===== src/rtl/tbot_pkg.sv =====
//------------------------------------------------------------------------------
// tbot_pkg
// types, commands and states shared by the box overlap test block
//------------------------------------------------------------------------------
package tbot_pkg;

	localparam int WordWidth = 32;
	localparam int FracBits  = 16;
	localparam int ProdWidth = 2 * WordWidth;
	// three products, a translation and a bound, with headroom
	localparam int AccWidth  = ProdWidth + 4;

	typedef enum logic [2:0] {
		CMD_LOAD_S2F = 3'd0,
		CMD_LOAD_F2S = 3'd1,
		CMD_LOAD_BOX = 3'd2,
		CMD_TEST_TR  = 3'd3,
		CMD_TEST_AL  = 3'd4
	} cmd_t;

	typedef enum logic [1:0] {
		SEP_NONE    = 2'd0,
		SEP_FIRST   = 2'd1,
		SEP_SECOND  = 2'd2,
		SEP_ALIGNED = 2'd3
	} sep_t;

	typedef enum logic [2:0] {
		ST_IDLE,
		ST_MAC,
		ST_PASS_END,
		ST_OUT
	} state_t;

	// controller to datapath
	typedef struct packed {
		logic       clr_flags;
		logic       pass;     // 0 second-to-first, 1 first-to-second
		logic [2:0] corner;
		logic [1:0] axis;
		logic [2:0] term;     // 0..2 products, 3 translation, 5 bound compare
		logic       aligned;
		logic       set_result;
		logic [1:0] result_by;
	} dp_cmd_t;

	// datapath to controller
	typedef struct packed {
		logic sep;
	} dp_sts_t;

endpackage


===== src/rtl/tbot_ctrl.sv =====
//------------------------------------------------------------------------------
// tbot_ctrl
// sequencer over passes, corners, axes and terms of the shared mac
//------------------------------------------------------------------------------
module tbot_ctrl (
	input  logic              clk,
	input  logic              arst_n,
	input  logic              in_valid,
	input  logic [2:0]        command,
	output logic              in_ready,
	output logic              out_valid,
	input  logic              out_ready,
	output tbot_pkg::dp_cmd_t cmd,
	input  tbot_pkg::dp_sts_t sts
);

	tbot_pkg::state_t state_q, state_d;
	logic       pass_q, pass_d;
	logic [2:0] corner_q, corner_d;
	logic [1:0] axis_q, axis_d;
	logic [2:0] term_q, term_d;
	logic       take;

	assign take = in_valid && in_ready;

	always_ff @(posedge clk or negedge arst_n) begin
		if (!arst_n) begin
			state_q  <= tbot_pkg::ST_IDLE;
			pass_q   <= 1'b0;
			corner_q <= '0;
			axis_q   <= '0;
			term_q   <= '0;
		end else begin
			state_q  <= state_d;
			pass_q   <= pass_d;
			corner_q <= corner_d;
			axis_q   <= axis_d;
			term_q   <= term_d;
		end
	end

	always_comb begin
		state_d  = state_q;
		pass_d   = pass_q;
		corner_d = corner_q;
		axis_d   = axis_q;
		term_d   = term_q;
		in_ready  = 1'b0;
		out_valid = 1'b0;
		cmd = '0;
		cmd.pass   = pass_q;
		cmd.corner = corner_q;
		cmd.axis   = axis_q;
		case (state_q)
			tbot_pkg::ST_IDLE: begin
				in_ready = 1'b1;
				cmd.term = 3'd7;
				if (take) begin
					if (command == tbot_pkg::CMD_TEST_TR) begin
						state_d = tbot_pkg::ST_MAC;
						pass_d = 1'b0; corner_d = '0; axis_d = '0; term_d = '0;
						cmd.clr_flags = 1'b1;
					end else if (command == tbot_pkg::CMD_TEST_AL) begin
						state_d = tbot_pkg::ST_PASS_END;
						pass_d = 1'b1;
						term_d = 3'd7;
					end
				end
			end
			tbot_pkg::ST_MAC: begin
				cmd.term = term_q;
				if (term_q == 3'd5) begin
					term_d = '0;
					if (axis_q == 2'd2) begin
						axis_d = '0;
						if (corner_q == 3'd7) begin
							corner_d = '0;
							state_d = tbot_pkg::ST_PASS_END;
						end else
							corner_d = corner_q + 3'd1;
					end else
						axis_d = axis_q + 2'd1;
				end else
					term_d = term_q + 3'd1;
			end
			tbot_pkg::ST_PASS_END: begin
				cmd.term = 3'd7;
				if (term_q == 3'd7) begin
					cmd.aligned = 1'b1;
					cmd.set_result = 1'b1;
					state_d = tbot_pkg::ST_OUT;
				end else if (sts.sep) begin
					cmd.set_result = 1'b1;
					cmd.result_by = pass_q ? tbot_pkg::SEP_SECOND : tbot_pkg::SEP_FIRST;
					state_d = tbot_pkg::ST_OUT;
				end else if (pass_q) begin
					cmd.set_result = 1'b1;
					cmd.result_by = tbot_pkg::SEP_NONE;
					state_d = tbot_pkg::ST_OUT;
				end else begin
					pass_d = 1'b1;
					cmd.clr_flags = 1'b1;
					state_d = tbot_pkg::ST_MAC;
				end
			end
			tbot_pkg::ST_OUT: begin
				cmd.term = 3'd7;
				out_valid = 1'b1;
				if (out_ready) state_d = tbot_pkg::ST_IDLE;
			end
			default: state_d = tbot_pkg::ST_IDLE;
		endcase
	end

`ifndef SYNTHESIS
	a_ready_idle: assert property (@(posedge clk) disable iff (!arst_n)
		in_ready |-> state_q == tbot_pkg::ST_IDLE)
		else $error("ready outside idle");
	a_no_both: assert property (@(posedge clk) disable iff (!arst_n)
		!(in_ready && out_valid))
		else $error("ready while result pending");
	a_out_next: assert property (@(posedge clk) disable iff (!arst_n)
		out_valid && out_ready |=> in_ready)
		else $error("no return to idle");
`endif

endmodule


===== config.mk =====
export PLATFORM = sky130hd
export DESIGN_NAME = tbot_ctrl
export DESIGN_NICKNAME = d
export VERILOG_FILES = /design/src/rtl/tbot_pkg.sv /design/src/rtl/tbot_ctrl.sv
export SDC_FILE = /design/constraint.sdc
export NUM_CORES = 1
export LEC_CHECK = 0
export ABC_AREA = 1
export BUFFER_PORTS_ARGS = -buffer_cell sky130_fd_sc_hd__buf_2
export CORE_MARGIN = 2
export CORE_UTILIZATION = 40
export DETAILED_ROUTE_END_ITERATION = 7
export SYNTH_ARGS = -nofsm -noshare
export SYNTH_HDL_FRONTEND = slang
export SYNTH_SLANG_ARGS = --single-unit

===== constraint.sdc =====
create_clock -name clk -period 2.9 [get_ports clk]
set_clock_uncertainty 0.05 [all_clocks]
set_input_delay 0.29 -clock clk [delete_from_list [all_inputs] [get_ports clk]]
set_output_delay 0.29 -clock clk [all_outputs]
set_load 0.005 [all_outputs]

==> results of run 1 <==
## flip-flops by register name, summed over array words and instances, names as in the netlist
name      count
corner_q      3
term_q        3
axis_q        2
state_q       2
pass_q        1
## synthesized netlist by cell type
library cell	n	area [um^2]
nand2_4	4	45.0
o21ai_1	3	15.0
nand4_1	4	25.0
buf_6	1	11.3
nand2_1	45	169
ha_1	3	37.5
inv_2	4	15.0
o21ai_0	1	5.00
o21ai_2	2	17.5
dfrtp_1	11	275
inv_1	17	63.8
buf_4	1	7.51
nand3_1	12	60.1
nor2_2	1	6.26
nand2_2	2	12.5
a21oi_1	1	5.00
nor2_4	4	45.0
nor3_1	1	5.00
o21bai_1	1	7.51
nand3_2	1	10.0
o22ai_1	1	6.26
nor2_1	11	41.3
nor2_8	1	20.0
## path summary, 6_finish.rpt
path	cells after the start	slack, ns	to	startpoint
max	7	1.11	cmd[13]	term_q[0]$_DFFE_PN0P_
min	4	0.28	state_q[1]$_DFFE_PN0P_	out_ready
max reg2reg	7	1.44	state_q[0]$_DFFE_PN0P_	state_q[0]$_DFFE_PN0P_
min reg2reg	2	0.46	corner_q[1]$_DFFE_PN0P_	corner_q[1]$_DFFE_PN0P_
max in group asynchronous	2	2.22	state_q[0]$_DFFE_PN0P_	arst_n
min in group asynchronous	2	0.37	term_q[1]$_DFFE_PN0P_	arst_n
## routing by layer
layer / wire (um) / up-vias / GRT usage
li1: - / 466 / -
met1: 957 / 412 / 0.213
met2: 925 / 12 / 0.267
met3: 70 / 2 / 0.0259
met4: 12 / 0 / 0.0658
met5: 0 / - / 0
## logic make-up (layout without fill, tap and decap cells)
family	count (synthesis)	count (layout)	synth area share
and+or+nand+nor	86	86	0.485
DFF	11	11	0.304
buffers and inverters	23	49	0.108
adders and majority gates	3	3	0.0414
AOI/OAI and AO/OA	9	9	0.0622
## metrics by stage
stage | util | worst slack [ns] | power (mW) | std cells | instance area, um^2
2_1_floorplan | - | 1.58 | 0.649 | 132 | 906
3_3_place_gp | 0.478 | 1.42 | 0.753 | 181 | 1040
3_5_place_dp | 0.478 | 1.41 | 0.761 | 181 | 1040
4_1_cts | 0.495 | 1.10 | 0.869 | 186 | 1070
5_1_grt | 0.495 | 0.949 | 0.948 | 186 | 1070
6_report | 0.495 | 1.11 | 0.864 | 186 | 1070
## timing repair
action,4_1_cts,5_1_grt
setup buffers,0,0
endpoints found under the hold margin,11,0
hold buffers,1,0
## critical path: cells and delay by family (launching register included)
kind	cells	cell delay (ns)
DFF	1	0.40
AOI/OAI and AO/OA	1	0.15
adders and majority gates	1	0.20
buffers and inverters	3	0.26
and+or+nand+nor	2	0.17
## power by group
group / internal, mW / switching, mW / total [mW]
Clock: 0.0532 / 0.0550 / 0.108
Combinational: 0.180 / 0.304 / 0.483
Sequential: 0.208 / 0.0643 / 0.272
Total: 0.441 / 0.423 / 0.864
## layout make-up
class                           count  area share
Tap cell                           28      0.0326
Timing Repair Buffer               24       0.117
Multi-Input combinational cell     98       0.497
Clock buffer                        4      0.0245
Inverter                           21      0.0734
Sequential cell                    11       0.256
==> impl_metrics.json, run 1 <==
{
  "status": "finished clean",
  "slew_viol_final": 0,
  "boundaryPins": 24,
  "startpoint_type": "flip-flop",
  "start_util": 0.418,
  "clock.fmax_ghz": 0.559,
  "final_common_cell": "nand2_1",
  "grt_overflow_total": 0,
  "antenna_found_initial": 0,
  "io_buffer_count": 23,
  "post_drt_wl_per_cell_um": 10.6,
  "synthesis.nets": 143,
  "die_area_um2": 2660,
  "dp_hpwl_mm": 1.59,
  "routed_wl_mm": 1.97,
  "cpPeakStageDelay_ns": 0.40,
  "regArea_um2": 275,
  "cts_made_buffers": 3,
  "gp_congestion": 0.792,
  "drc_errors": 0,
  "crit_fanout": 3,
  "clkTransAtPathRegs_ns": 0.07,
  "hold_violations": 0,
  "ys_warn_count": 0,
  "first_pass_iters": 4,
  "hold_class": "in -> reg",
  "cts.sinks": 11,
  "num_rows": 17,
  "via_per_inst": 4.80,
  "setup_viol": 0,
  "rsz0062_at_grt": "no",
  "area_growth_pct": 18.5,
  "clock_latency_ns": 0.27,
  "cts_max_level": 1,
  "cts_tree": "yes",
  "ys_seq_area_frac": 0.304,
  "finalCriticalPeriod_ns": 1.79,
  "final_cell_mix": "nand2_1 (45), buf_2 (23), inv_1 (17)",
  "core_um2": 2170,
  "arrival_ns": 1.45,
  "die_height_um": 51.6,
  "grt_pass1_vias": 832,
  "vias": 892,
  "synth-seq-cells": 11,
  "cts_buffer_depth": 2,
  "die_x_um": 51.6,
  "path_cells": "nand2_1 -> inv_1 -> ha_1 -> inv_1 -> nand2_1 -> o22ai_1 -> buf_2",
  "cts_root_buf": "clkbuf_4",
  "ir_worst_vdd_mv": 0.493,
  "antenna_cells": 0,
  "multiInputGateArea_um2": 533,
  "yosysUniqueCellTypes": 23,
  "netlist_area_um2": 906,
  "setup_tns_ns": 0,
  "fin_crit_sh": 0.617,
  "fillers": 222,
  "hold_ws_ns": 0.278,
  "crit_slowest_cell": "dfrtp_1",
  "maxCapViolations": 0,
  "crit_type": "reg -> out",
  "grt_max_degree": 12,
  "worst_pin_slew_ns": 0.354,
  "slew_headroom": 0.764,
  "syn_inst": 132,
  "drive_gt1_frac": 0.285,
  "nets": 170,
  "ctsResizeCount": 0,
  "cp-end-kind": "output port",
  "grtUsageTotal": 0.163,
  "ant_nets": 0,
  "power_density_nw_per_um2": 805,
  "p_leak_nw": 0.634,
  "crit_required_ns": 2.56,
  "first_iter_violations": 18,
  "grt_pass1_wl_mm": 3.37,
  "avgSynthCellArea_um2": 6.86
}
Note: power is estimated with default switching activity, not from simulation.
==> run 2, diff against run 1 <==
clock period = 1.7 ns   (was 2.9 ns; I/O delays follow)
==> run 2 against run 1 <==
Routed wire length rose by 1.6%. Sequential power increased by 74%. Register-to-register slack worse by 1.2 ns. Global-route usage down 0.18 points. Final cell count grew 1.6%. Hold slack got worse by 0.13 ns. Critical path type unchanged.
==> impl_metrics.json, run 2 (same netlist as run 1, synthesis figures left out) <==
{
  "cts.sinks": 11,
  "ant_nets": 0,
  "slew_headroom": 0.766,
  "fillers": 239,
  "clkTransAtPathRegs_ns": 0.07,
  "status": "finished clean",
  "crit_type": "reg -> out",
  "core_um2": 2170,
  "drive_gt1_frac": 0.323,
  "grt_max_degree": 12,
  "worst_pin_slew_ns": 0.350,
  "area_growth_pct": 21.8,
  "start_util": 0.418,
  "antenna_found_initial": 0,
  "die_height_um": 51.6,
  "path_buf_inv": 3,
  "cts_root_buf": "clkbuf_4",
  "grt_pass1_vias": 772,
  "vias": 905,
  "cp-end-kind": "output port",
  "fin_crit_sh": 0.961,
  "maxCapViolations": 0,
  "path_cells": "nand2_2 -> inv_1 -> ha_2 -> inv_1 -> nand2_1 -> o22ai_1 -> buf_2",
  "stdcell_area_um2": 1100,
  "clock_latency_ns": 0.26,
  "hold_class": "in -> reg",
  "num_rows": 17,
  "dp.cells": 181,
  "startpoint_type": "flip-flop",
  "boundaryPins": 24,
  "crit_top_cell": "inv_1",
  "final_common_cell": "nand2_1",
  "path_delay_family": "flip-flops",
  "via_per_inst": 4.79,
  "die_area_um2": 2660,
  "gp_congestion": 0.816,
  "crit_required_ns": 1.48,
  "finalCriticalPeriod_ns": 1.63,
  "slew_viol_final": 0,
  "cts_made_buffers": 3,
  "hold_violations": 0,
  "dp_hpwl_mm": 1.55,
  "nets": 173,
  "grtUsageTotal": 0.161,
  "post_drt_wl_per_cell_um": 10.6,
  "arrival_ns": 1.41,
  "grt_pass1_wl_mm": 3.26,
  "place_area_um2": 1040,
  "first_iter_violations": 12,
  "power_density_nw_per_um2": 1400,
  "cpPeakStageDelay_ns": 0.41,
  "fin_cells": 189,
  "antenna_cells": 0,
  "drc_errors": 0,
  "cts_max_level": 1,
  "cts_tree": "yes",
  "final_cell_mix": "nand2_1 (44), buf_2 (23), inv_1 (17)",
  "clock.fmax_ghz": 0.612,
  "grt_overflow_total": 0,
  "crit_fanout": 3,
  "setup_viol": 0,
  "post-route-util": 0.509,
  "io_buffer_count": 23,
  "cts_buffer_depth": 2,
  "p_leak_nw": 0.644,
  "die_x_um": 51.6,
  "ir_worst_vdd_mv": 0.742,
  "routed_wl_mm": 2.00,
  "first_pass_iters": 4,
  "crit_slowest_cell": "dfrtp_1",
  "top_regs": "corner_q: 3 flops, term_q: 3 flops"
}
==> run 2: worst min-delay path, stage by stage <==
cell	delay [ns]
buf_2	0.08
inv_1	0.03
nand3_1	0.10
nand2_1	0.06
==> run 2: path summary, 6_finish.rpt <==
kind | from | to | slack [ns] | depth (start not counted)
max in group asynchronous | arst_n | state_q[0]$_DFFE_PN0P_ | 1.12 | 2
min in group asynchronous | arst_n | term_q[0]$_DFFE_PN0P_ | 0.26 | 2
min reg2reg | corner_q[1]$_DFFE_PN0P_ | corner_q[1]$_DFFE_PN0P_ | 0.47 | 2
max reg2reg | term_q[1]$_DFFE_PN0P_ | corner_q[1]$_DFFE_PN0P_ | 0.28 | 7
max | term_q[0]$_DFFE_PN0P_ | cmd[13] | 0.07 | 7
min | out_ready | state_q[1]$_DFFE_PN0P_ | 0.15 | 4
==> run 2: through the flow <==
stage	setup TNS [ns]	power [mW]	hold slack [ns]	setup slack (ns)
3_5_place_dp	0	1.29	0.00937	0.281
2_1_floorplan	0	1.11	-0.176	0.405
6_report	0	1.54	0.152	0.0662
5_1_grt	-0.0207	1.70	0.197	-0.0207
4_1_cts	0	1.50	0.149	0.0146
3_3_place_gp	0	1.28	0.00475	0.306
==> run 2: cell type report <==
| class | count | area [um^2] | area share |
|---|---|---|---|
| clock buffer | 4 | 26.3 | 0.0238 |
| inverter | 21 | 78.8 | 0.0714 |
| multi-input combinational | 98 | 538 | 0.488 |
| sequential | 11 | 278 | 0.252 |
| tap | 28 | 35.0 | 0.0317 |
| timing repair buffer | 27 | 148 | 0.134 |
==> run 2: power by group <==
part	switching, mW	internal, mW	leakage [nW]	total, mW
logic	0.531	0.356	0.490	0.887
clock network	0.0900	0.0907	0.0150	0.181
registers	0.115	0.358	0.139	0.473
total	0.736	0.804	0.644	1.54
==> run 2: timing repair <==
action	CTS	global route
hold buffers	1	0
pin swaps	0	1
setup endpoints to repair	1	4
cloned	0	0
endpoints found under the hold margin	11	0
setup buffers	1	2
resized for setup	0	4
==> run 2: layer usage <==
layer,share of wire,track usage,up-vias,wire length (um)
met2,0.47,0.254,14,946
met4,0.0060,0.0658,0,12
met3,0.032,0.0172,2,64
met5,0,0,-,0
li1,-,-,474,-
met1,0.49,0.223,415,973
